$ cat config.mk
export PLATFORM = sky130hd
export DESIGN_NAME = crba_ctrl
export DESIGN_NICKNAME = d
export VERILOG_FILES = /design/src/rtl/core/crba_pkg.sv /design/src/rtl/core/crba_ctrl.sv
export SDC_FILE = /design/constraint.sdc
export NUM_CORES = 1
export LEC_CHECK = 0
export ABC_AREA = 1
export CORE_AREA = 3 3 40 42
export CTS_CLUSTER_DIAMETER = 200
export DETAILED_ROUTE_END_ITERATION = 12
export DIE_AREA = 0 0 43 45
export DONT_BUFFER_PORTS = 1
export MAX_ROUTING_LAYER = met4
export PLACE_DENSITY = 0.37
export RECOVER_POWER = 25
export SYNTH_ARGS = -nofsm -noshare
export SYNTH_HDL_FRONTEND = slang
export SYNTH_SLANG_ARGS = --single-unit
$ cat constraint.sdc
create_clock -name clk_i -period 1.8 [get_ports clk_i]
set_input_delay 0.54 -clock clk_i [delete_from_list [all_inputs] [get_ports clk_i]]
set_output_delay 0.54 -clock clk_i [all_outputs]
set_load 0.005 [all_outputs]
$ cat src/rtl/core/crba_pkg.sv
`default_nettype none
// ----------------------------------------------------------------------------
// crba_pkg
// Shared types, codes and reset values for the chained region bump allocator.
// ----------------------------------------------------------------------------
package crba_pkg;

  localparam int unsigned CRBA_MAX_REGIONS = 16;
  localparam int unsigned CRBA_MISS_LIMIT  = 4;

  localparam int unsigned SIZE_W   = 17;
  localparam int unsigned HDR_W    = 8;
  localparam int unsigned MISS_W   = 3;
  localparam int unsigned STATUS_W = 2;
  localparam int unsigned IDX_W    = 4;
  localparam int unsigned REG_IDX_W = 2;

  localparam logic [SIZE_W-1:0] REGION_BYTES_RST = 17'd4096;
  localparam logic [HDR_W-1:0]  FIRST_HDR_RST    = 8'd40;
  localparam logic [HDR_W-1:0]  LATER_HDR_RST    = 8'd32;
  localparam logic [MISS_W-1:0] MISS_MAX         = 3'd7;

  typedef enum logic [STATUS_W-1:0] {
    ST_GRANTED   = 2'd0,
    ST_NO_REGION = 2'd1,
    ST_TOO_BIG   = 2'd2,
    ST_RELEASED  = 2'd3
  } crba_status_e;

  typedef enum logic [REG_IDX_W-1:0] {
    REG_REGION_BYTES = 2'd0,
    REG_FIRST_HDR    = 2'd1,
    REG_LATER_HDR    = 2'd2
  } crba_reg_e;

  typedef enum logic [2:0] {
    S_IDLE,
    S_READ,
    S_CHECK,
    S_NEW,
    S_MISS_RD,
    S_MISS_WR,
    S_OPEN,
    S_RESP
  } crba_state_e;

  typedef struct packed {
    logic              func;
    logic [SIZE_W-1:0] request_size;
  } crba_req_t;

  typedef struct packed {
    logic [STATUS_W-1:0] status;
    logic [IDX_W-1:0]    region_index;
    logic [SIZE_W-1:0]   byte_offset;
  } crba_rsp_t;

  typedef struct packed {
    logic [REG_IDX_W-1:0] index;
    logic [SIZE_W-1:0]    data;
  } crba_cfg_t;

  // controller to datapath
  typedef struct packed {
    logic start;
    logic release_all;
    logic rd_fill;
    logic check;
    logic new_eval;
    logic miss_rd;
    logic miss_wr;
    logic open_region;
    logic load_out;
  } crba_cmd_t;

  // datapath to controller
  typedef struct packed {
    logic fit;
    logic scan_more;
    logic too_big;
    logic chain_full;
    logic cur_has_next;
    logic miss_more;
  } crba_sts_t;

endpackage
`default_nettype wire

$ cat src/rtl/core/crba_ctrl.sv
`default_nettype none
// ----------------------------------------------------------------------------
// crba_ctrl
// Sequencer: scans regions, runs the miss-count pass and hands out results.
// ----------------------------------------------------------------------------
module crba_ctrl
  import crba_pkg::*;
(
  input  wire        clk_i,
  input  wire        rst_ni,
  input  wire        req_valid_i,
  input  wire        req_func_i,
  output logic       req_ready_o,
  input  wire        rsp_ready_i,
  output logic       rsp_valid_o,
  input  wire crba_sts_t sts_i,
  output crba_cmd_t  cmd_o
);

  crba_state_e state_q, state_d;
  logic        rsp_valid_q, rsp_valid_d;
  logic        req_beat;
  logic        out_free;

  assign req_beat = req_valid_i && (state_q == S_IDLE);
  assign out_free = !rsp_valid_q || rsp_ready_i;

  always_comb begin
    state_d = state_q;
    unique case (state_q)
      S_IDLE: begin
        if (req_beat) state_d = req_func_i ? S_RESP : S_READ;
      end
      S_READ:  state_d = S_CHECK;
      S_CHECK: begin
        if (sts_i.fit)            state_d = S_RESP;
        else if (sts_i.scan_more) state_d = S_READ;
        else                      state_d = S_NEW;
      end
      S_NEW: begin
        if (sts_i.too_big || sts_i.chain_full) state_d = S_RESP;
        else if (sts_i.cur_has_next)           state_d = S_MISS_RD;
        else                                   state_d = S_OPEN;
      end
      S_MISS_RD: state_d = S_MISS_WR;
      S_MISS_WR: state_d = sts_i.miss_more ? S_MISS_RD : S_OPEN;
      S_OPEN:    state_d = S_RESP;
      S_RESP: begin
        if (out_free) state_d = S_IDLE;
      end
      default: state_d = S_IDLE;
    endcase
  end

  always_comb begin
    cmd_o       = '0;
    req_ready_o = 1'b0;
    unique case (state_q)
      S_IDLE: begin
        req_ready_o       = 1'b1;
        cmd_o.start       = req_beat && !req_func_i;
        cmd_o.release_all = req_beat && req_func_i;
      end
      S_READ:    cmd_o.rd_fill     = 1'b1;
      S_CHECK:   cmd_o.check       = 1'b1;
      S_NEW:     cmd_o.new_eval    = 1'b1;
      S_MISS_RD: cmd_o.miss_rd     = 1'b1;
      S_MISS_WR: cmd_o.miss_wr     = 1'b1;
      S_OPEN:    cmd_o.open_region = 1'b1;
      S_RESP:    cmd_o.load_out    = out_free;
      default: ;
    endcase
  end

  always_comb begin
    rsp_valid_d = rsp_valid_q;
    if (cmd_o.load_out)   rsp_valid_d = 1'b1;
    else if (rsp_ready_i) rsp_valid_d = 1'b0;
  end

  always_ff @(posedge clk_i or negedge rst_ni) begin
    if (!rst_ni) begin
      state_q     <= S_IDLE;
      rsp_valid_q <= 1'b0;
    end else begin
      state_q     <= state_d;
      rsp_valid_q <= rsp_valid_d;
    end
  end

  assign rsp_valid_o = rsp_valid_q;

endmodule
`default_nettype wire

==> results by group <==
Status
  – Status: complete, no violations

STA
  – Final Critical Period: 1.692 ns
  – Slew Viols, Final: 0
  – Setup TNS: 0 ns
  – Skew final: 0.004162 ns
  – Final setup viols: 0
  – Final Hold Violating Endpoints: 0
  – Slew @ Worst Pin: 0.2473 ns
  – F_max: 590.8 MHz
  – Max-slew headroom: 83.38%
  – Fin crit share: 94.03%
  – RSZ-0062 raised after global routing: false

Cells and area
  – Most frequent cells in the layout: inv_1 (11), nor2_1 (11), nand2_1 (11)
  – Layout area overhead: 14.03%
  – Util after Layout: 30.87%
  – Fill count: 147
  – Nets: 74
  – Layout cells sized above 1: 19.67%
  – Antenna Cells: 0

Pwr
  – Sw frac: 50.98%
  – VDD IR-drop max: 0.0008554 V
  – Clock share of power: 15.6%
  – Pwr Total: 0.6871 mW
  – Flop pwr share: 35.6%
  – Power share of the combinational group: 48.8%
  – Static Leakage: 0.2301 nW
  – Switching power: 0.3503 mW
  – Internal power: 0.3369 mW
  – Power density over cell area: 1732 mW/mm^2

Global route
  – Antenna violations before repair: 0
  – Largest net degree at the start of global routing: 9
  – Vias in the first global route: 317
  – GRT Total Usage: 9.458%
  – Grt ovf: 0
  – First-pass GRT wire length: 1.331 mm

Logic synthesis
  – Mean Syn Cell Area: 5.895 sq um
  – Number of synthesis warnings: 0
  – Cells after synthesis: 59
  – Post-Syn Nets: 70
  – Mapped cell area: 347.8 sq um
  – Synth Register Bits: 4
  – Post-synth cell types: 16
  – Sequential share of the synthesized area: 28.78%

Worst hold path
  – Classification of the worst-slack hold path: in2reg

Worst setup path
  – Arr. time, crit path: 1.15 ns
  – Buffers and inverters on the worst path: 1
  – CP max stage cell: dfrtp_2
  – Data required, critical path: 1.26 ns
  – Worst-path fanout max: 8
  – Largest delay share family, worst path: flip-flops
  – CP Class: reg2out
  – Crit. End Element: output port
  – Worst path cell trace: inv_1, nand4_1, nor2_1
  – Critical Path Max Stage Delay: 0.46 ns
  – Critical Path Start Type: register

CTS
  – CTS sink count: 4
  – Clk pin slew, worst setup/hold paths: 0.03 ns
  – Post-CTS Repair Setup Buffers: 0
  – TritonCTS clock tree: done
  – Bufs on Longest Clock Path: 2
  – TritonCTS Buffers: 3
  – Skew-Pair Late Insertion Delay: 0.23 ns
  – CTS root buffer: clkbuf_4
  – H-tree Lvls: 1

Floorplanning
  – Core ar.: 0.001285 sq mm
  – Die H: 45 um
  – Initial Util: 27.07%
  – Die area: 0.001935 sq mm
  – I/O pin count: 22
  – Die Width: 43 um
  – Row Count: 13

Detailed routing
  – Total wire length: 836 um
  – Vias: 349
  – Initial drt markers: 3
  – Post-route ant nets: 0
  – Routed wire per std cell: 11.00 um
  – Vias/cell: 4.592
  – DRC Markers: 0
  – Drt first pass iters: 2

Job
  – Max cap viols: 0

Place
  – Final Wtd Congestion: 0.6595
  – # port buffers: 0
  – Dpl hpwl: 717.5 um
## state kept, by name (all words and copies together), names as in the netlist
signal       cells
state_q          3
rsp_valid_o      1
## cell families after synthesis
logic type | Yosys count | share of synthesized area (%)
buf+inv | 15 | 17.62
flops | 4 | 28.78
simple gates | 36 | 47.12
compound gates | 4 | 6.474
## cell usage after synthesis
cell | instances | share of area [%]
buf_2 | 1 | 1.4
a21oi_1 | 1 | 1.4
nor2_1 | 11 | 12
o211ai_1 | 1 | 2.2
nor3_2 | 1 | 2.9
nand3_1 | 5 | 7.2
inv_1 | 12 | 13
o21ai_0 | 2 | 2.9
buf_4 | 1 | 2.2
nand2_2 | 1 | 1.8
nor2_2 | 2 | 3.6
nor3_1 | 3 | 4.3
dfrtp_1 | 4 | 29
nand4_1 | 2 | 3.6
nand2_1 | 11 | 12
inv_2 | 1 | 1.1
## routing by layer
| layer | wire length (um) | vias to the layer above | GRT usage (%) |
|---|---|---|---|
| met4 | 0 | 0 | 1.807 |
| li1 | - | 187 | - |
| met3 | 47 | 0 | 4.382 |
| met2 | 403 | 10 | 15.27 |
| met1 | 386 | 152 | 10.92 |
| met5 | 0 | - | - |
## power groups by stage
| stage | clock [mW] | combinational [mW] | sequential, mW |
|---|---|---|---|
| global route | 0.121 | 0.400 | 0.254 |
| finish | 0.107 | 0.335 | 0.245 |
| global placement | 0 | 0.340 | 0.228 |
| CTS | 0.113 | 0.340 | 0.222 |
| floorplan | 0 | 0.314 | 0.184 |
| detailed placement | 0 | 0.334 | 0.225 |
## through the flow
stage	instance area, sq um	instances	hold WS, ns	setup WS [ns]
4_1_cts	386.6	76	0.4180	0.04953
2_1_floorplan	347.8	59	0.2444	0.3896
3_5_place_dp	354.1	72	0.2445	0.3059
6_report	396.6	76	0.4224	0.1075
5_1_grt	396.6	76	0.4291	0.008221
3_3_place_gp	354.1	72	0.2445	0.2895
## area by class of cell
cell class	instances	area (sq um)	share of cell area (%)
timing repair buffer	1	10.01	2.524
tap	15	18.77	4.732
clock buffer	3	22.52	5.678
inverter	13	48.80	12.30
multi-input combinational	40	192.7	48.58
sequential	4	103.9	26.18
## path summary, 6_finish.rpt
| kind | start | to | slack, ns | depth (start not counted) |
|---|---|---|---|---|
| worst min-delay path | rsp_ready_i | rsp_valid_o$_DFFE_PN0P_ | 0.42 | 1 |
| max in group asynchronous | rst_ni | state_q[1]$_DFFE_PN0P_ | 1.04 | 1 |
| worst min register to register | rsp_valid_o$_DFFE_PN0P_ | rsp_valid_o$_DFFE_PN0P_ | 0.57 | 2 |
| worst max register to register | state_q[2]$_DFFE_PN0P_ | state_q[2]$_DFFE_PN0P_ | 0.61 | 6 |
| worst max-delay path | state_q[1]$_DFFE_PN0P_ | cmd_o[7] | 0.11 | 3 |
| min in group asynchronous | rst_ni | state_q[0]$_DFFE_PN0P_ | 0.58 | 1 |
## timing repair
action                     CTS  global route
hold buffers                 1             0
hold endpoints to repair     4             0
resized for setup            0             5
setup endpoints to repair    0             2
No activity file was read; power rests on OpenSTA's default activity.
