<file path="src/rtl/core/crba_pkg.sv">
`default_nettype none
// ----------------------------------------------------------------------------
// crba_pkg
// Shared types, codes and reset values for the chained region bump allocator.
// ----------------------------------------------------------------------------
package crba_pkg;

  localparam int unsigned CRBA_MAX_REGIONS = 16;
  localparam int unsigned CRBA_MISS_LIMIT  = 4;

  localparam int unsigned SIZE_W   = 17;
  localparam int unsigned HDR_W    = 8;
  localparam int unsigned MISS_W   = 3;
  localparam int unsigned STATUS_W = 2;
  localparam int unsigned IDX_W    = 4;
  localparam int unsigned REG_IDX_W = 2;

  localparam logic [SIZE_W-1:0] REGION_BYTES_RST = 17'd4096;
  localparam logic [HDR_W-1:0]  FIRST_HDR_RST    = 8'd40;
  localparam logic [HDR_W-1:0]  LATER_HDR_RST    = 8'd32;
  localparam logic [MISS_W-1:0] MISS_MAX         = 3'd7;

  typedef enum logic [STATUS_W-1:0] {
    ST_GRANTED   = 2'd0,
    ST_NO_REGION = 2'd1,
    ST_TOO_BIG   = 2'd2,
    ST_RELEASED  = 2'd3
  } crba_status_e;

  typedef enum logic [REG_IDX_W-1:0] {
    REG_REGION_BYTES = 2'd0,
    REG_FIRST_HDR    = 2'd1,
    REG_LATER_HDR    = 2'd2
  } crba_reg_e;

  typedef enum logic [2:0] {
    S_IDLE,
    S_READ,
    S_CHECK,
    S_NEW,
    S_MISS_RD,
    S_MISS_WR,
    S_OPEN,
    S_RESP
  } crba_state_e;

  typedef struct packed {
    logic              func;
    logic [SIZE_W-1:0] request_size;
  } crba_req_t;

  typedef struct packed {
    logic [STATUS_W-1:0] status;
    logic [IDX_W-1:0]    region_index;
    logic [SIZE_W-1:0]   byte_offset;
  } crba_rsp_t;

  typedef struct packed {
    logic [REG_IDX_W-1:0] index;
    logic [SIZE_W-1:0]    data;
  } crba_cfg_t;

  // controller to datapath
  typedef struct packed {
    logic start;
    logic release_all;
    logic rd_fill;
    logic check;
    logic new_eval;
    logic miss_rd;
    logic miss_wr;
    logic open_region;
    logic load_out;
  } crba_cmd_t;

  // datapath to controller
  typedef struct packed {
    logic fit;
    logic scan_more;
    logic too_big;
    logic chain_full;
    logic cur_has_next;
    logic miss_more;
  } crba_sts_t;

endpackage
`default_nettype wire

</file>
<file path="src/rtl/core/crba_datapath.sv">
`default_nettype none
// ----------------------------------------------------------------------------
// crba_datapath
// Region tables, configuration registers, fit arithmetic and result registers.
// ----------------------------------------------------------------------------
module crba_datapath
  import crba_pkg::*;
#(
  parameter int unsigned MAX_REGIONS = CRBA_MAX_REGIONS,
  parameter int unsigned MISS_LIMIT  = CRBA_MISS_LIMIT
) (
  input  wire        clk_i,
  input  wire        rst_ni,
  input  wire crba_cmd_t cmd_i,
  output crba_sts_t  sts_o,
  input  wire crba_req_t req_i,
  input  wire        cfg_we_i,
  input  wire crba_cfg_t cfg_i,
  output crba_rsp_t  rsp_o
);

  localparam int unsigned RW = $clog2(MAX_REGIONS);
  localparam int unsigned OW = RW + 1;

  // configuration
  logic [SIZE_W-1:0] region_bytes_q;
  logic [HDR_W-1:0]  first_hdr_q;
  logic [HDR_W-1:0]  later_hdr_q;

  // chain state; entry 0 of the fill table lives in a register
  logic [SIZE_W-1:0]      fill0_q;
  logic [SIZE_W-1:0]      fill_mem [MAX_REGIONS];
  logic [SIZE_W-1:0]      fill_rd_q;
  logic [MISS_W-1:0]      miss_mem [MAX_REGIONS];
  logic [MISS_W-1:0]      miss_rd_q;
  logic [MAX_REGIONS-1:0] miss_vld_q;
  logic [OW-1:0]          open_q;
  logic [RW-1:0]          cur_q;

  // per-request working registers
  logic [RW-1:0]       r_q;
  logic [SIZE_W-1:0]   size_q;
  logic [STATUS_W-1:0] res_status_q;
  logic [RW-1:0]       res_idx_q;
  logic [SIZE_W-1:0]   res_off_q;
  crba_rsp_t           out_q;

  logic [SIZE_W-1:0] fill_cur;
  logic [SIZE_W:0]   room;
  logic [SIZE_W:0]   fill_sum;
  logic [SIZE_W-1:0] fill_new;
  logic              fit;
  logic [OW-1:0]     r_next;
  logic [SIZE_W-1:0] later_ext;
  logic [SIZE_W-1:0] fresh_room;
  logic [SIZE_W:0]   new_sum;
  logic [RW-1:0]     new_idx;
  logic [MISS_W-1:0] miss_old;
  logic [MISS_W-1:0] miss_new;
  logic              fill_we;
  logic [RW-1:0]     fill_waddr;
  logic [SIZE_W-1:0] fill_wdata;

  assign fill_cur = (r_q == '0) ? fill0_q : fill_rd_q;
  // a region filled past its size (after a size change) underflows here and never fits
  assign room     = {1'b0, region_bytes_q} - {1'b0, fill_cur};
  assign fit      = !room[SIZE_W] && (room[SIZE_W-1:0] >= size_q);
  assign fill_sum = {1'b0, fill_cur} + {1'b0, size_q};
  assign fill_new = fill_sum[SIZE_W-1:0];
  assign r_next   = {1'b0, r_q} + OW'(1);

  assign later_ext  = {{(SIZE_W-HDR_W){1'b0}}, later_hdr_q};
  assign fresh_room = (region_bytes_q > later_ext) ? (region_bytes_q - later_ext) : '0;
  assign new_sum    = {1'b0, later_ext} + {1'b0, size_q};
  assign new_idx    = open_q[RW-1:0];

  assign miss_old = miss_vld_q[r_q] ? miss_rd_q : '0;
  assign miss_new = (miss_old == MISS_MAX) ? miss_old : (miss_old + MISS_W'(1));

  assign sts_o.fit          = fit;
  assign sts_o.scan_more    = r_next < open_q;
  assign sts_o.too_big      = size_q > fresh_room;
  assign sts_o.chain_full   = open_q >= OW'(MAX_REGIONS);
  assign sts_o.cur_has_next = ({1'b0, cur_q} + OW'(1)) < open_q;
  assign sts_o.miss_more    = ({1'b0, r_q} + OW'(2)) < open_q;

  assign fill_we    = (cmd_i.check && fit && (r_q != '0)) || cmd_i.open_region;
  assign fill_waddr = cmd_i.open_region ? new_idx : r_q;
  assign fill_wdata = cmd_i.open_region ? new_sum[SIZE_W-1:0] : fill_new;

  always_ff @(posedge clk_i) begin
    if (fill_we) fill_mem[fill_waddr] <= fill_wdata;
    if (cmd_i.rd_fill) fill_rd_q <= fill_mem[r_q];
  end

  always_ff @(posedge clk_i) begin
    if (cmd_i.miss_wr) miss_mem[r_q] <= miss_new;
    if (cmd_i.miss_rd) miss_rd_q <= miss_mem[r_q];
  end

  always_ff @(posedge clk_i or negedge rst_ni) begin
    if (!rst_ni) begin
      region_bytes_q <= REGION_BYTES_RST;
      first_hdr_q    <= FIRST_HDR_RST;
      later_hdr_q    <= LATER_HDR_RST;
      fill0_q        <= {{(SIZE_W-HDR_W){1'b0}}, FIRST_HDR_RST};
      open_q         <= OW'(1);
      cur_q          <= '0;
      miss_vld_q     <= '0;
    end else begin
      if (cfg_we_i) begin
        unique case (crba_reg_e'(cfg_i.index))
          REG_REGION_BYTES: region_bytes_q <= cfg_i.data;
          REG_FIRST_HDR:    first_hdr_q    <= cfg_i.data[HDR_W-1:0];
          REG_LATER_HDR:    later_hdr_q    <= cfg_i.data[HDR_W-1:0];
          default: ;
        endcase
      end
      if (cmd_i.release_all) begin
        fill0_q    <= {{(SIZE_W-HDR_W){1'b0}}, first_hdr_q};
        open_q     <= OW'(1);
        cur_q      <= '0;
        miss_vld_q <= '0;
      end
      if (cmd_i.check && fit && (r_q == '0)) fill0_q <= fill_new;
      if (cmd_i.miss_wr) begin
        miss_vld_q[r_q] <= 1'b1;
        // a region that kept missing is skipped by later scans
        if (miss_old > MISS_W'(MISS_LIMIT)) cur_q <= r_next[RW-1:0];
      end
      if (cmd_i.open_region) begin
        miss_vld_q[new_idx] <= 1'b0;
        open_q              <= open_q + OW'(1);
      end
    end
  end

  always_ff @(posedge clk_i) begin
    if (cmd_i.start) begin
      size_q <= req_i.request_size;
      r_q    <= cur_q;
    end
    if (cmd_i.check && !fit) r_q <= r_next[RW-1:0];
    if (cmd_i.new_eval)      r_q <= cur_q;
    if (cmd_i.miss_wr)       r_q <= r_next[RW-1:0];

    if (cmd_i.release_all) begin
      res_status_q <= ST_RELEASED;
      res_idx_q    <= '0;
      res_off_q    <= '0;
    end
    if (cmd_i.check && fit) begin
      res_status_q <= ST_GRANTED;
      res_idx_q    <= r_q;
      res_off_q    <= fill_cur;
    end
    if (cmd_i.new_eval) begin
      res_status_q <= sts_o.too_big ? ST_TOO_BIG : ST_NO_REGION;
      res_idx_q    <= '0;
      res_off_q    <= '0;
    end
    if (cmd_i.open_region) begin
      res_status_q <= ST_GRANTED;
      res_idx_q    <= new_idx;
      res_off_q    <= later_ext;
    end

    if (cmd_i.load_out) begin
      out_q.status       <= res_status_q;
      out_q.region_index <= IDX_W'(res_idx_q);
      out_q.byte_offset  <= res_off_q;
    end
  end

  assign rsp_o = out_q;

endmodule
`default_nettype wire
</file>
<file path="config.mk">
export PLATFORM = sky130hd
export DESIGN_NAME = crba_datapath
export DESIGN_NICKNAME = d
export VERILOG_FILES = /design/src/rtl/core/crba_pkg.sv /design/src/rtl/core/crba_datapath.sv
export SDC_FILE = /design/constraint.sdc
export NUM_CORES = 1
export LEC_CHECK = 0
export BUFFER_PORTS_ARGS = -buffer_cell sky130_fd_sc_hd__clkbuf_2
export CORE_UTILIZATION = 55
export CTS_CLUSTER_DIAMETER = 60
export DETAILED_ROUTE_END_ITERATION = 16
export PLACE_DENSITY = 0.83
export REMOVE_ABC_BUFFERS = 1
export SLEW_MARGIN = 25
export SYNTH_ARGS = -nofsm -noshare
export SYNTH_HDL_FRONTEND = slang
export SYNTH_SLANG_ARGS = --single-unit
</file>
<file path="constraint.sdc">
create_clock -name clk_i -period 8.35 [get_ports clk_i]
set_clock_uncertainty 0.05 [all_clocks]
set_input_delay 0.4175 -clock clk_i [delete_from_list [all_inputs] [get_ports clk_i]]
set_output_delay 0.4175 -clock clk_i [all_outputs]
set_load 0.02 [all_outputs]
</file>
==> flow_metrics.tcl, run 1 <==
set metrics [dict create \
    slew_violations 0 \
    pin_count 78 \
    syn-mean-instance-area_um2 15.5 \
    crit_type "flop to flop" \
    ant_nets 0 \
    htree_levels 2 \
    hold_ws_ps 20.1 \
    pre_cts_slack_ps 837 \
    outcome "finished, final reports clean" \
    seqPwrFrac_pct 35.5 \
    finalInstanceArea_mm2 0.0254 \
    p_leak_nw 9.52 \
    hpwl_um 33400 \
    fmax_mhz 136 \
    grt_use_total_pct 26.8 \
    synth_top_flop_cell "edfxtp_1" \
    switchingPower_w 0.00365 \
    remaining_drc_errors 0 \
    seqCellArea_mm2 0.0140 \
    cts_root_buffer "clkbuf_16" \
    antenna_found_initial 0 \
    synthArstFlopShare_pct 15.6 \
    worst_pin_slew_ps 1030 \
    finalHoldViolCount 0 \
    grt_pass1_vias 14100 \
    postPlaceCellArea_mm2 0.0235 \
    synthDistinctLibCells 72 \
    syn_to_final_growth_pct 13.2 \
    setup.worst_path.start_class "flop" \
    post-route-period-util_pct 87.9 \
    hold_path_class "primary input to flop" \
    cp.required_ps 8540 \
    wl_per_cell_um 25.6 \
    cts_tree "done" \
    end_kind "flop" \
    die_area_mm2 0.0417 \
    drive_gt1_share_pct 22.7 \
    yosys.area.top_type "edfxtp_1" \
    dieWidth_um 204 \
    drt-initial-drc-count 1516 \
    n_antenna_cell 0 \
    clkPwrFrac_pct 22.0 \
    vias_per_cell 6.37 \
    rsz0062_at_grt "false" \
    io_buffers 76 \
    finalSetupViolations 0 \
    nets 1726 \
    clk_path_buf_depth 3 \
    yosysSeqAreaShare_pct 62.3 \
    grt_max_degree 76 \
    synthCells 1449 \
    totalWireLength_um 54400 \
    relSlewSlack_pct 31.4 \
    fp.dieH_um 204 \
    core-area_mm2 0.0400 \
    r2r_slack_ps 1010 \
    multi_input_area_mm2 0.00810 \
    drt-pass1-iter-count 5 \
    post-cts-setup-buffers 0 \
    finalWorstSetupSlack_ps 1010 \
    yosys.area.top_type_share_pct 52.9 \
    worstSkewPairLatency_ps 600 \
    grt_pass1_wl_um 82400 \
    cts_resized 0 \
    fillers 2665 \
    initial_utilization_pct 56.2 \
    ys_ff_latch 482 \
    synth_top_cells_by_area "edfxtp_1 53%, mux4_2 11%, dfrtp_1 7.6%, ha_1 6.0%, mux2_2 2.0%" \
    combPwrFrac_pct 42.5 \
    p_int_w 0.00635 \
    cts.sinks 482 \
    syn-cell-area_mm2 0.0225 \
    clk_pin_slew_ps 60 \
    grt_overflow 0 \
    swShare_pct 36.5 \
    worstPathArrival_ps 7530 \
    power_density_mw_per_mm2 393 \
    synth_edf_count 396 \
    routed-via-count 13600 \
    row_count 73 \
    vdd_drop_max_mv 0.204 \
    numCtsBuffers 47 \
    cap_violations 0 \
    yosysWarnings 0 \
    gp_congestion 0.890 \
    period_minus_slack_ps 7340 \
    crit_path_max_fanout 19 \
]
-- cell type report --
cell class | count | share of cell area [%]
flip-flops and latches | 482 | 55.0
multi-input cells | 838 | 31.8
clock buffers | 57 | 4.77
repair buffers | 124 | 3.24
well taps | 525 | 2.58
clock inverters | 29 | 1.46
inverters | 73 | 1.08
-- through the flow --
| stage | util, % | instances | total power [W] | TNS [ps] |
|---|---|---|---|---|
| after detailed placement | 58.8 | 2014 | 0.00769 | 0 |
| after CTS | 63.4 | 2126 | 0.00995 | 0 |
| final | 63.6 | 2128 | 0.0100 | 0 |
| after global placement | 58.6 | 2014 | 0.00748 | 0 |
| after floorplan | - | 1393 | 0.00654 | -339270 |
| after global routing | 63.6 | 2128 | 0.0105 | 0 |
-- repair_timing --
item	CTS	global route
hold endpoints to repair	94	0
setup endpoints to repair	0	0
hold buffers	26	0
-- placed cells by master (no fill, tap or decap), types with 11 or more instances in the layout --
cell and instances:
dfrtp_1 68, nor2b_1 15, nor4_1 13, nand3_1 14, mux4_2 105, a32o_1 11
mux2i_1 37, dlygate4sd3_1 26, and3_1 12, nor2_4 13, ha_1 107, a21o_1 27
o21ai_0 38, nor2_1 58, clkbuf_2 76, a21oi_1 79, xnor2_1 38, mux2_2 39
nor3_1 14, inv_1 72, edfxtp_1 396, clkbuf_16 47, nand2b_1 16, xor2_1 21
dfxtp_1 11, nand2_1 57, buf_4 18
-- synth_stat cells, types with 16 or more instances --
master,n
a21o_1,27
a21oi_1,81
clkbuf_1,29
dfrtp_1,68
edfxtp_1,396
ha_1,107
inv_1,72
mux2_2,39
mux2i_1,41
mux4_2,105
nand2_1,57
nand2b_1,16
nor2_1,70
nor2b_1,16
o21ai_0,38
xnor2_1,39
xor2_1,21
-- power by group through the flow --
stage / Combinational (W) / Sequential [W] / Clock [W]
floorplan: 0.00283 / 0.00372 / 0
global placement: 0.00392 / 0.00357 / 0
detailed placement: 0.00410 / 0.00359 / 0
CTS: 0.00418 / 0.00355 / 0.00222
global route: 0.00461 / 0.00358 / 0.00231
finish: 0.00425 / 0.00355 / 0.00220
-- cells by family (layout without fill, tap and decap cells) --
| logic type | count (synthesis) | in the layout | synth area share, % |
|---|---|---|---|
| compound gates | 229 | 229 | 6.69 |
| xor+xnor | 60 | 60 | 2.34 |
| fa+ha+maj | 111 | 111 | 6.32 |
| buf+inv | 129 | 283 | 2.28 |
| flops | 482 | 482 | 62.3 |
| mux | 189 | 189 | 14.5 |
| simple gates | 249 | 249 | 5.57 |
-- final timing paths --
kind,depth (start not counted),end,startpoint
worst min-delay path,3,region_bytes_q[0]$_DFFE_PN0P_,cfg_i[0]
worst min register to register,0,rsp_o[2]$_DFFE_PP_,res_off_q[2]$_DFFE_PP_
worst max register to register,27,fill_mem[4][11]$_DFFE_PP_,r_q[1]$_DFFE_PP_
worst max-delay path,27,fill_mem[4][11]$_DFFE_PP_,r_q[1]$_DFFE_PP_
max in group asynchronous,2,fill0_q[16]$_DFFE_PN0P_,rst_ni
min in group asynchronous,2,later_hdr_q[0]$_DFFE_PN0P_,rst_ni
-- routing by layer --
layer  track usage [%]  share of wire (%)  vias up
li1                  -                  -     5857
met1              33.8                 38     6827
met2              46.0                 51      718
met3              4.07                7.3      154
met4              11.6                4.2        0
met5                 0                  0        -
-- flip-flops by register name, summed over array words and instances (netlist names) --
name            count
fill0_q            17
open_q              5
later_hdr_q         8
fill_rd_q          17
res_off_q          17
miss_vld_q         16
res_status_q        2
region_bytes_q     17
rsp_o              23
res_idx_q           4
miss_mem           48
fill_mem          272
r_q                 4
first_hdr_q         8
size_q             17
miss_rd_q           3
cur_q               4
-- worst max-delay path: stages, from the launching register on --
cell	delay, ps
edfxtp_1	360
buf_4	240
inv_1	210
ha_1	220
inv_1	70
nor2_4	90
buf_4	350
mux2_2	270
ha_1	180
inv_1	60
fa_1	410
a21o_1	200
a21oi_1	230
nand2b_1	180
a21boi_0	130
o21ai_0	280
o21ai_0	230
a21o_1	220
a21oi_1	170
xnor2_1	150
ha_1	270
a21o_1	160
a21o_1	170
a21oi_1	140
o31a_1	650
nor4_4	120
a32oi_1	800
nor2_4	340
No activity file was read; power rests on OpenSTA's default activity.
==> run 2: changes to the inputs <==
==> constraint.sdc (replaced) <==
create_clock -name clk_i -period 7.5 [get_ports clk_i]
set_clock_uncertainty 0.05 [all_clocks]
set_input_delay 0.375 -clock clk_i [delete_from_list [all_inputs] [get_ports clk_i]]
set_output_delay 0.375 -clock clk_i [all_outputs]
set_load 0.02 [all_outputs]
==> run 2 against run 1 <==
Compared with the run above: count of clock-buffer cells in the layout rose by 7; routed wire length fell by 4.0%; utilization fell by 0.30 points; total power rose by 8.5%; non-clock buffer count rose by 15; global-route usage fell by 1.2 points; via count fell by 2.0%; sequential power rose by 11%; combinational power rose by 9.6%; final cell count rose by 0.70%; worst setup slack got worse by 310 ps; critical path type is now flop to output pin; highest routed layer unchanged.
==> flow_metrics.tcl, run 2 (synthesis results as in run 1) <==
set metrics [dict create \
    finalHoldViolCount 0 \
    fin_setup_tns_ps 0 \
    period_minus_slack_ps 6790 \
    worst_pin_slew_ps 947 \
    io_buffers 76 \
    drt-initial-drc-count 1194 \
    cp.required_ps 7070 \
    end_kind "output pin" \
    grt_overflow 0 \
    crit_path_max_fanout 18 \
    vdd_drop_max_mv 0.203 \
    nets 1740 \
    post-cts-setup-buffers 0 \
    post-route-period-util_pct 90.6 \
    top_register "fill_mem" \
    worstPathArrival_ps 6370 \
    rsz0062_at_grt "false" \
    syn_to_final_growth_pct 12.7 \
    layout_commonest_cell "edfxtp_1" \
    numCtsBuffers 46 \
    switchingPower_w 0.00395 \
    fin_util_pct 63.3 \
    crit_type "flop to output pin" \
    combPwrFrac_pct 43.0 \
    fmax_mhz 147 \
    remaining_drc_errors 0 \
    clk_path_buf_depth 3 \
    final_cell_mix "396 x edfxtp_1, 107 x ha_1, 105 x mux4_2, 79 x a21oi_1, 75 x clkbuf_2" \
    hpwl_um 33500 \
    finalSetupViolations 0 \
    relSlewSlack_pct 36.9 \
    fin_total_pwr_w 0.0108 \
    routed-via-count 13300 \
    setup.worst_path.start_class "flop" \
    cts_root_buffer "clkbuf_16" \
    vias_per_cell 6.20 \
    slew_violations 0 \
    gp_congestion 0.917 \
    grt_use_total_pct 25.5 \
    worstSkewPairLatency_ps 580 \
    grt_pass1_wl_um 79000 \
    hold_path_class "primary input to flop" \
    cts_tree "done" \
    p_int_w 0.00689 \
    finalWorstSetupSlack_ps 705 \
    totalWireLength_um 52200 \
    cap_violations 0 \
    pin_count 78 \
    core-area_mm2 0.0400 \
    row_count 73 \
    ant_nets 0 \
    clkPwrFrac_pct 20.6 \
    die_area_mm2 0.0417 \
    grt_max_degree 76 \
    pre_cts_slack_ps 782 \
    p_leak_nw 9.52 \
    drt-pass1-iter-count 5 \
    grt_pass1_vias 13900 \
    largest_reg_flops 272 \
    drive_gt1_share_pct 22.9 \
    cts.sinks 482 \
    htree_levels 2 \
    swShare_pct 36.4 \
    initial_utilization_pct 56.2 \
    seqPwrFrac_pct 36.4 \
    wl_per_cell_um 24.4 \
    outcome "finished, final reports clean" \
    clk_pin_slew_ps 60 \
    antenna_found_initial 1 \
    n_antenna_cell 0 \
    hold_ws_ps 9.84 \
    power_density_mw_per_mm2 428 \
    dieWidth_um 204 \
    fp.dieH_um 204 \
]
run 2: critical path: stages (launching register included):
cell      delay [ps]
edfxtp_1         400
inv_1            210
ha_1             210
inv_1             70
nor2_4           130
buf_4            350
mux2i_1          230
fa_1             470
a21o_1           200
a21oi_1          190
nand2b_1         180
a21boi_0         120
o21ai_0          270
o21ai_0          230
a21o_1           230
a21oi_1          170
xnor2_1          150
ha_1             280
a21o_1           170
a21o_1           170
a21oi_1          140
o31a_1           610
or2_1            320
inv_1             80
clkbuf_2         180
run 2: worst paths after layout:
kind	from	end	slack, ps	cells after the start
worst min-delay path	cfg_i[14]	region_bytes_q[14]$_DFFE_PN0P_	10	2
min in group asynchronous	rst_ni	first_hdr_q[0]$_DFFE_PN0P_	350	2
worst max register to register	r_q[1]$_DFFE_PP_	fill0_q[14]$_DFFE_PN0P_	730	22
worst max-delay path	r_q[1]$_DFFE_PP_	sts_o[5]	710	24
worst min register to register	res_off_q[0]$_DFFE_PP_	rsp_o[0]$_DFFE_PP_	370	0
max in group asynchronous	rst_ni	fill0_q[6]$_DFFE_PN0P_	6540	2
run 2: what timing repair did:
action / CTS / global route
endpoints found under the hold margin: 95 / 0
hold buffers: 26 / 0
resized for setup: 0 / 0
run 2: layout make-up:
class | count | area (um2)
fillers | 2643 | 14700
well taps | 525 | 657
multi-input cells | 838 | 8020
flip-flops and latches | 482 | 14000
clock buffers | 64 | 1240
inverters | 73 | 274
clock inverters | 22 | 200
repair buffers | 139 | 925
run 2: metal layers:
| layer | global-route usage, % | part of all wire [%] |
|---|---|---|
| met1 | 32.7 | 39 |
| met2 | 43.3 | 50 |
| met3 | 4.48 | 7.2 |
| met4 | 10.2 | 3.6 |
| met5 | 0 | 0 |
run 2: power groups by stage:
stage          clock network (W)  registers [W]  logic [W]
2_1_floorplan                  0        0.00414    0.00315
3_5_place_dp                   0        0.00399    0.00455
5_1_grt                  0.00235        0.00398    0.00508
3_3_place_gp                   0        0.00396    0.00436
6_report                 0.00223        0.00395    0.00466
4_1_cts                  0.00227        0.00395    0.00462
run 2: stage by stage:
step	instances	cell area, um2
floorplan	1393	22200
global placement	2031	23600
detailed placement	2031	23600
CTS	2143	25300
global route	2143	25300
finish	2143	25300
==> run 3: changes to the inputs <==
--- a/config.mk
+++ b/config.mk
@@ -6,6 +6,7 @@
 export NUM_CORES = 1
 export LEC_CHECK = 0
 export BUFFER_PORTS_ARGS = -buffer_cell sky130_fd_sc_hd__clkbuf_2
+export CORE_MARGIN = 2
 export CORE_UTILIZATION = 55
 export CTS_CLUSTER_DIAMETER = 60
 export DETAILED_ROUTE_END_ITERATION = 16
==> run 3 against run 2 <==
Compared with the run above: worst setup slack worse by 110 ps; register-to-register slack lost 140 ps; count of clock-buffer cells in the layout decreased by 11; sequential power about the same; highest routed layer unchanged.
==> flow_metrics.tcl, run 3 (synthesis results as in run 1) <==
set metrics [dict create \
    outcome "finished, final reports clean" \
    cp.required_ps 7930 \
    wl_per_cell_um 24.2 \
    crit_end "fill0_q[10]$_DFFE_PN0P_" \
    largest_reg_flops 272 \
    crit_type "flop to flop" \
    p_leak_nw 9.56 \
    syn_to_final_growth_pct 13.5 \
    min_path_cells 2 \
    initial_utilization_pct 55.4 \
    reg2reg_from "r_q[0]$_DFFE_PP_" \
    totalWireLength_um 52000 \
    finalWorstSetupSlack_ps 591 \
    end_kind "flop" \
    period_minus_slack_ps 6910 \
    cts_resized 0 \
    finalHoldViolCount 0 \
    cts.sinks 482 \
    fin_setup_tns_ps 0 \
    grt_max_degree 92 \
    grt_pass1_wl_um 79600 \
    r2r_slack_ps 590 \
    post-cts-setup-buffers 0 \
    setup.worst_path.start_class "flop" \
    core-area_mm2 0.0406 \
    drt-initial-drc-count 1507 \
    n_antenna_cell 0 \
    htree_levels 2 \
    combPwrFrac_pct 42.6 \
    pre_cts_slack_ps 707 \
    hpwl_um 33500 \
    drt-pass1-iter-count 5 \
    critPathLaunch "r_q[0]$_DFFE_PP_" \
    grt_overflow 0 \
    top_register "fill_mem" \
    worstPathArrival_ps 7340 \
    grt_pass1_vias 13900 \
    rsz0062_at_grt "false" \
    fmax_mhz 145 \
    remaining_drc_errors 0 \
    fillers 2780 \
    crit_path_max_fanout 17 \
    layout_commonest_cell "edfxtp_1" \
    ant_nets 0 \
    cts_tree "done" \
    routed-via-count 13400 \
    worstSkewPairLatency_ps 590 \
    p_int_w 0.00707 \
    die_area_mm2 0.0425 \
    pin_count 78 \
    gp_congestion 0.921 \
    hold_path_class "primary input to flop" \
    switchingPower_w 0.00406 \
    finalSetupViolations 0 \
    reg2reg_depth 24 \
    final_cell_mix "396 x edfxtp_1, 107 x ha_1, 105 x mux4_2, 79 x a21oi_1, 75 x clkbuf_2" \
    worst_pin_slew_ps 1050 \
    io_buffers 76 \
    vdd_drop_max_mv 0.337 \
    clk_path_buf_depth 3 \
    grt_use_total_pct 25.0 \
    seqPwrFrac_pct 35.5 \
    drive_gt1_share_pct 22.8 \
    cap_violations 0 \
    hold_ws_ps 31.3 \
    power_density_mw_per_mm2 436 \
    slew_violations 0 \
    reg2reg_to "fill0_q[10]$_DFFE_PN0P_" \
    numCtsBuffers 48 \
    dieWidth_um 206 \
    swShare_pct 36.5 \
    clk_pin_slew_ps 60 \
    antenna_found_initial 0 \
    clkPwrFrac_pct 21.9 \
    post-route-period-util_pct 92.1 \
    cts_root_buffer "clkbuf_16" \
    vias_per_cell 6.25 \
    relSlewSlack_pct 29.7 \
    nets 1732 \
    row_count 74 \
    fp.dieH_um 206 \
]
==> run 3: changes by cell type in the layout (fill, tap and decap cells not counted), moves of 3 or more <==
cell and delta:
dlygate4sd3_1 +4, clkinv_4 +3, nor2_4 +12, clkbuf_1 -13
clkinv_1 +7, nor2_2 -12, bufinv_16 +3, buf_4 -16
==> run 3: power by group through the flow <==
stage                     Combinational [W]  Sequential, W  Clock (W)
after floorplan                     0.00315        0.00414          0
after global placement              0.00440        0.00397          0
after detailed placement            0.00461        0.00399          0
after CTS                           0.00467        0.00395    0.00246
after global routing                0.00516        0.00398    0.00256
final                               0.00475        0.00395    0.00243
==> run 3: layout make-up <==
| class | count | area [um2] | share of cell area (%) |
|---|---|---|---|
| timing repair buffer | 129 | 872 | 3.42 |
| clock inverter | 37 | 362 | 1.42 |
| clock buffer | 53 | 1240 | 4.87 |
| multi-input combinational | 838 | 8090 | 31.7 |
| inverter | 73 | 274 | 1.07 |
| sequential | 482 | 14000 | 54.9 |
| tap | 532 | 666 | 2.61 |
==> run 3: metrics by stage <==
step,instances,utilization (%),power (W),area [um2]
after floorplan,1393,-,0.00729,22200
after global placement,2023,57.9,0.00837,23500
after detailed placement,2023,58.1,0.00861,23600
after CTS,2143,62.8,0.0111,25500
after global routing,2144,62.9,0.0117,25500
final,2144,62.9,0.0111,25500
==> run 3: critical path: stages (launching register included) <==
cell and delay [ps]:
edfxtp_1 440, inv_1 250, ha_1 220, inv_1 70, nor2_4 190, mux2_2 220, ha_1 200, inv_1 60
fa_1 400, a21o_1 200, a21oi_1 200, nand2b_1 180, a21boi_0 120, o21ai_0 290, o21ai_0 240, a311o_1 360
a21oi_1 170, xnor2_1 90, ha_1 290, nand4_1 100, o31a_1 410, buf_4 230, nor3_2 780, nand2_2 590
mux2_2 430
==> run 3: timing repair <==
item                                    in CTS  in global routing
endpoints found under the hold margin      100                  0
endpoints found under the setup margin       0                  0
hold buffers                                30                  0
==> run 3: layer usage <==
layer  global-route usage [%]  wire length (um)  up-vias  share of wire, %
met4                     10.0              1810        0               3.5
met1                     31.9             20100     6769                39
li1                         -                 -     5867                 -
met2                     43.0             26500      623                51
met5                        0                 0        -                 0
met3                     4.07              3540      137               6.8
==> run 3: worst min-delay path by stage <==
| stage | from | endpoint | slack (ps) |
|---|---|---|---|
| global placement | res_idx_q[1]$_DFFE_PP_ | rsp_o[18]$_DFFE_PP_ | 350 |
| finish | cfg_i[2] | region_bytes_q[2]$_DFFE_PN0P_ | 30 |
| floorplan | rst_ni | cur_q[0]$_DFF_PN0_ | 30 |
| detailed placement | res_off_q[1]$_DFFE_PP_ | rsp_o[1]$_DFFE_PP_ | 360 |
| global route | cfg_i[2] | region_bytes_q[2]$_DFFE_PN0P_ | 20 |
| CTS | cfg_i[2] | region_bytes_q[2]$_DFFE_PN0P_ | 5 |
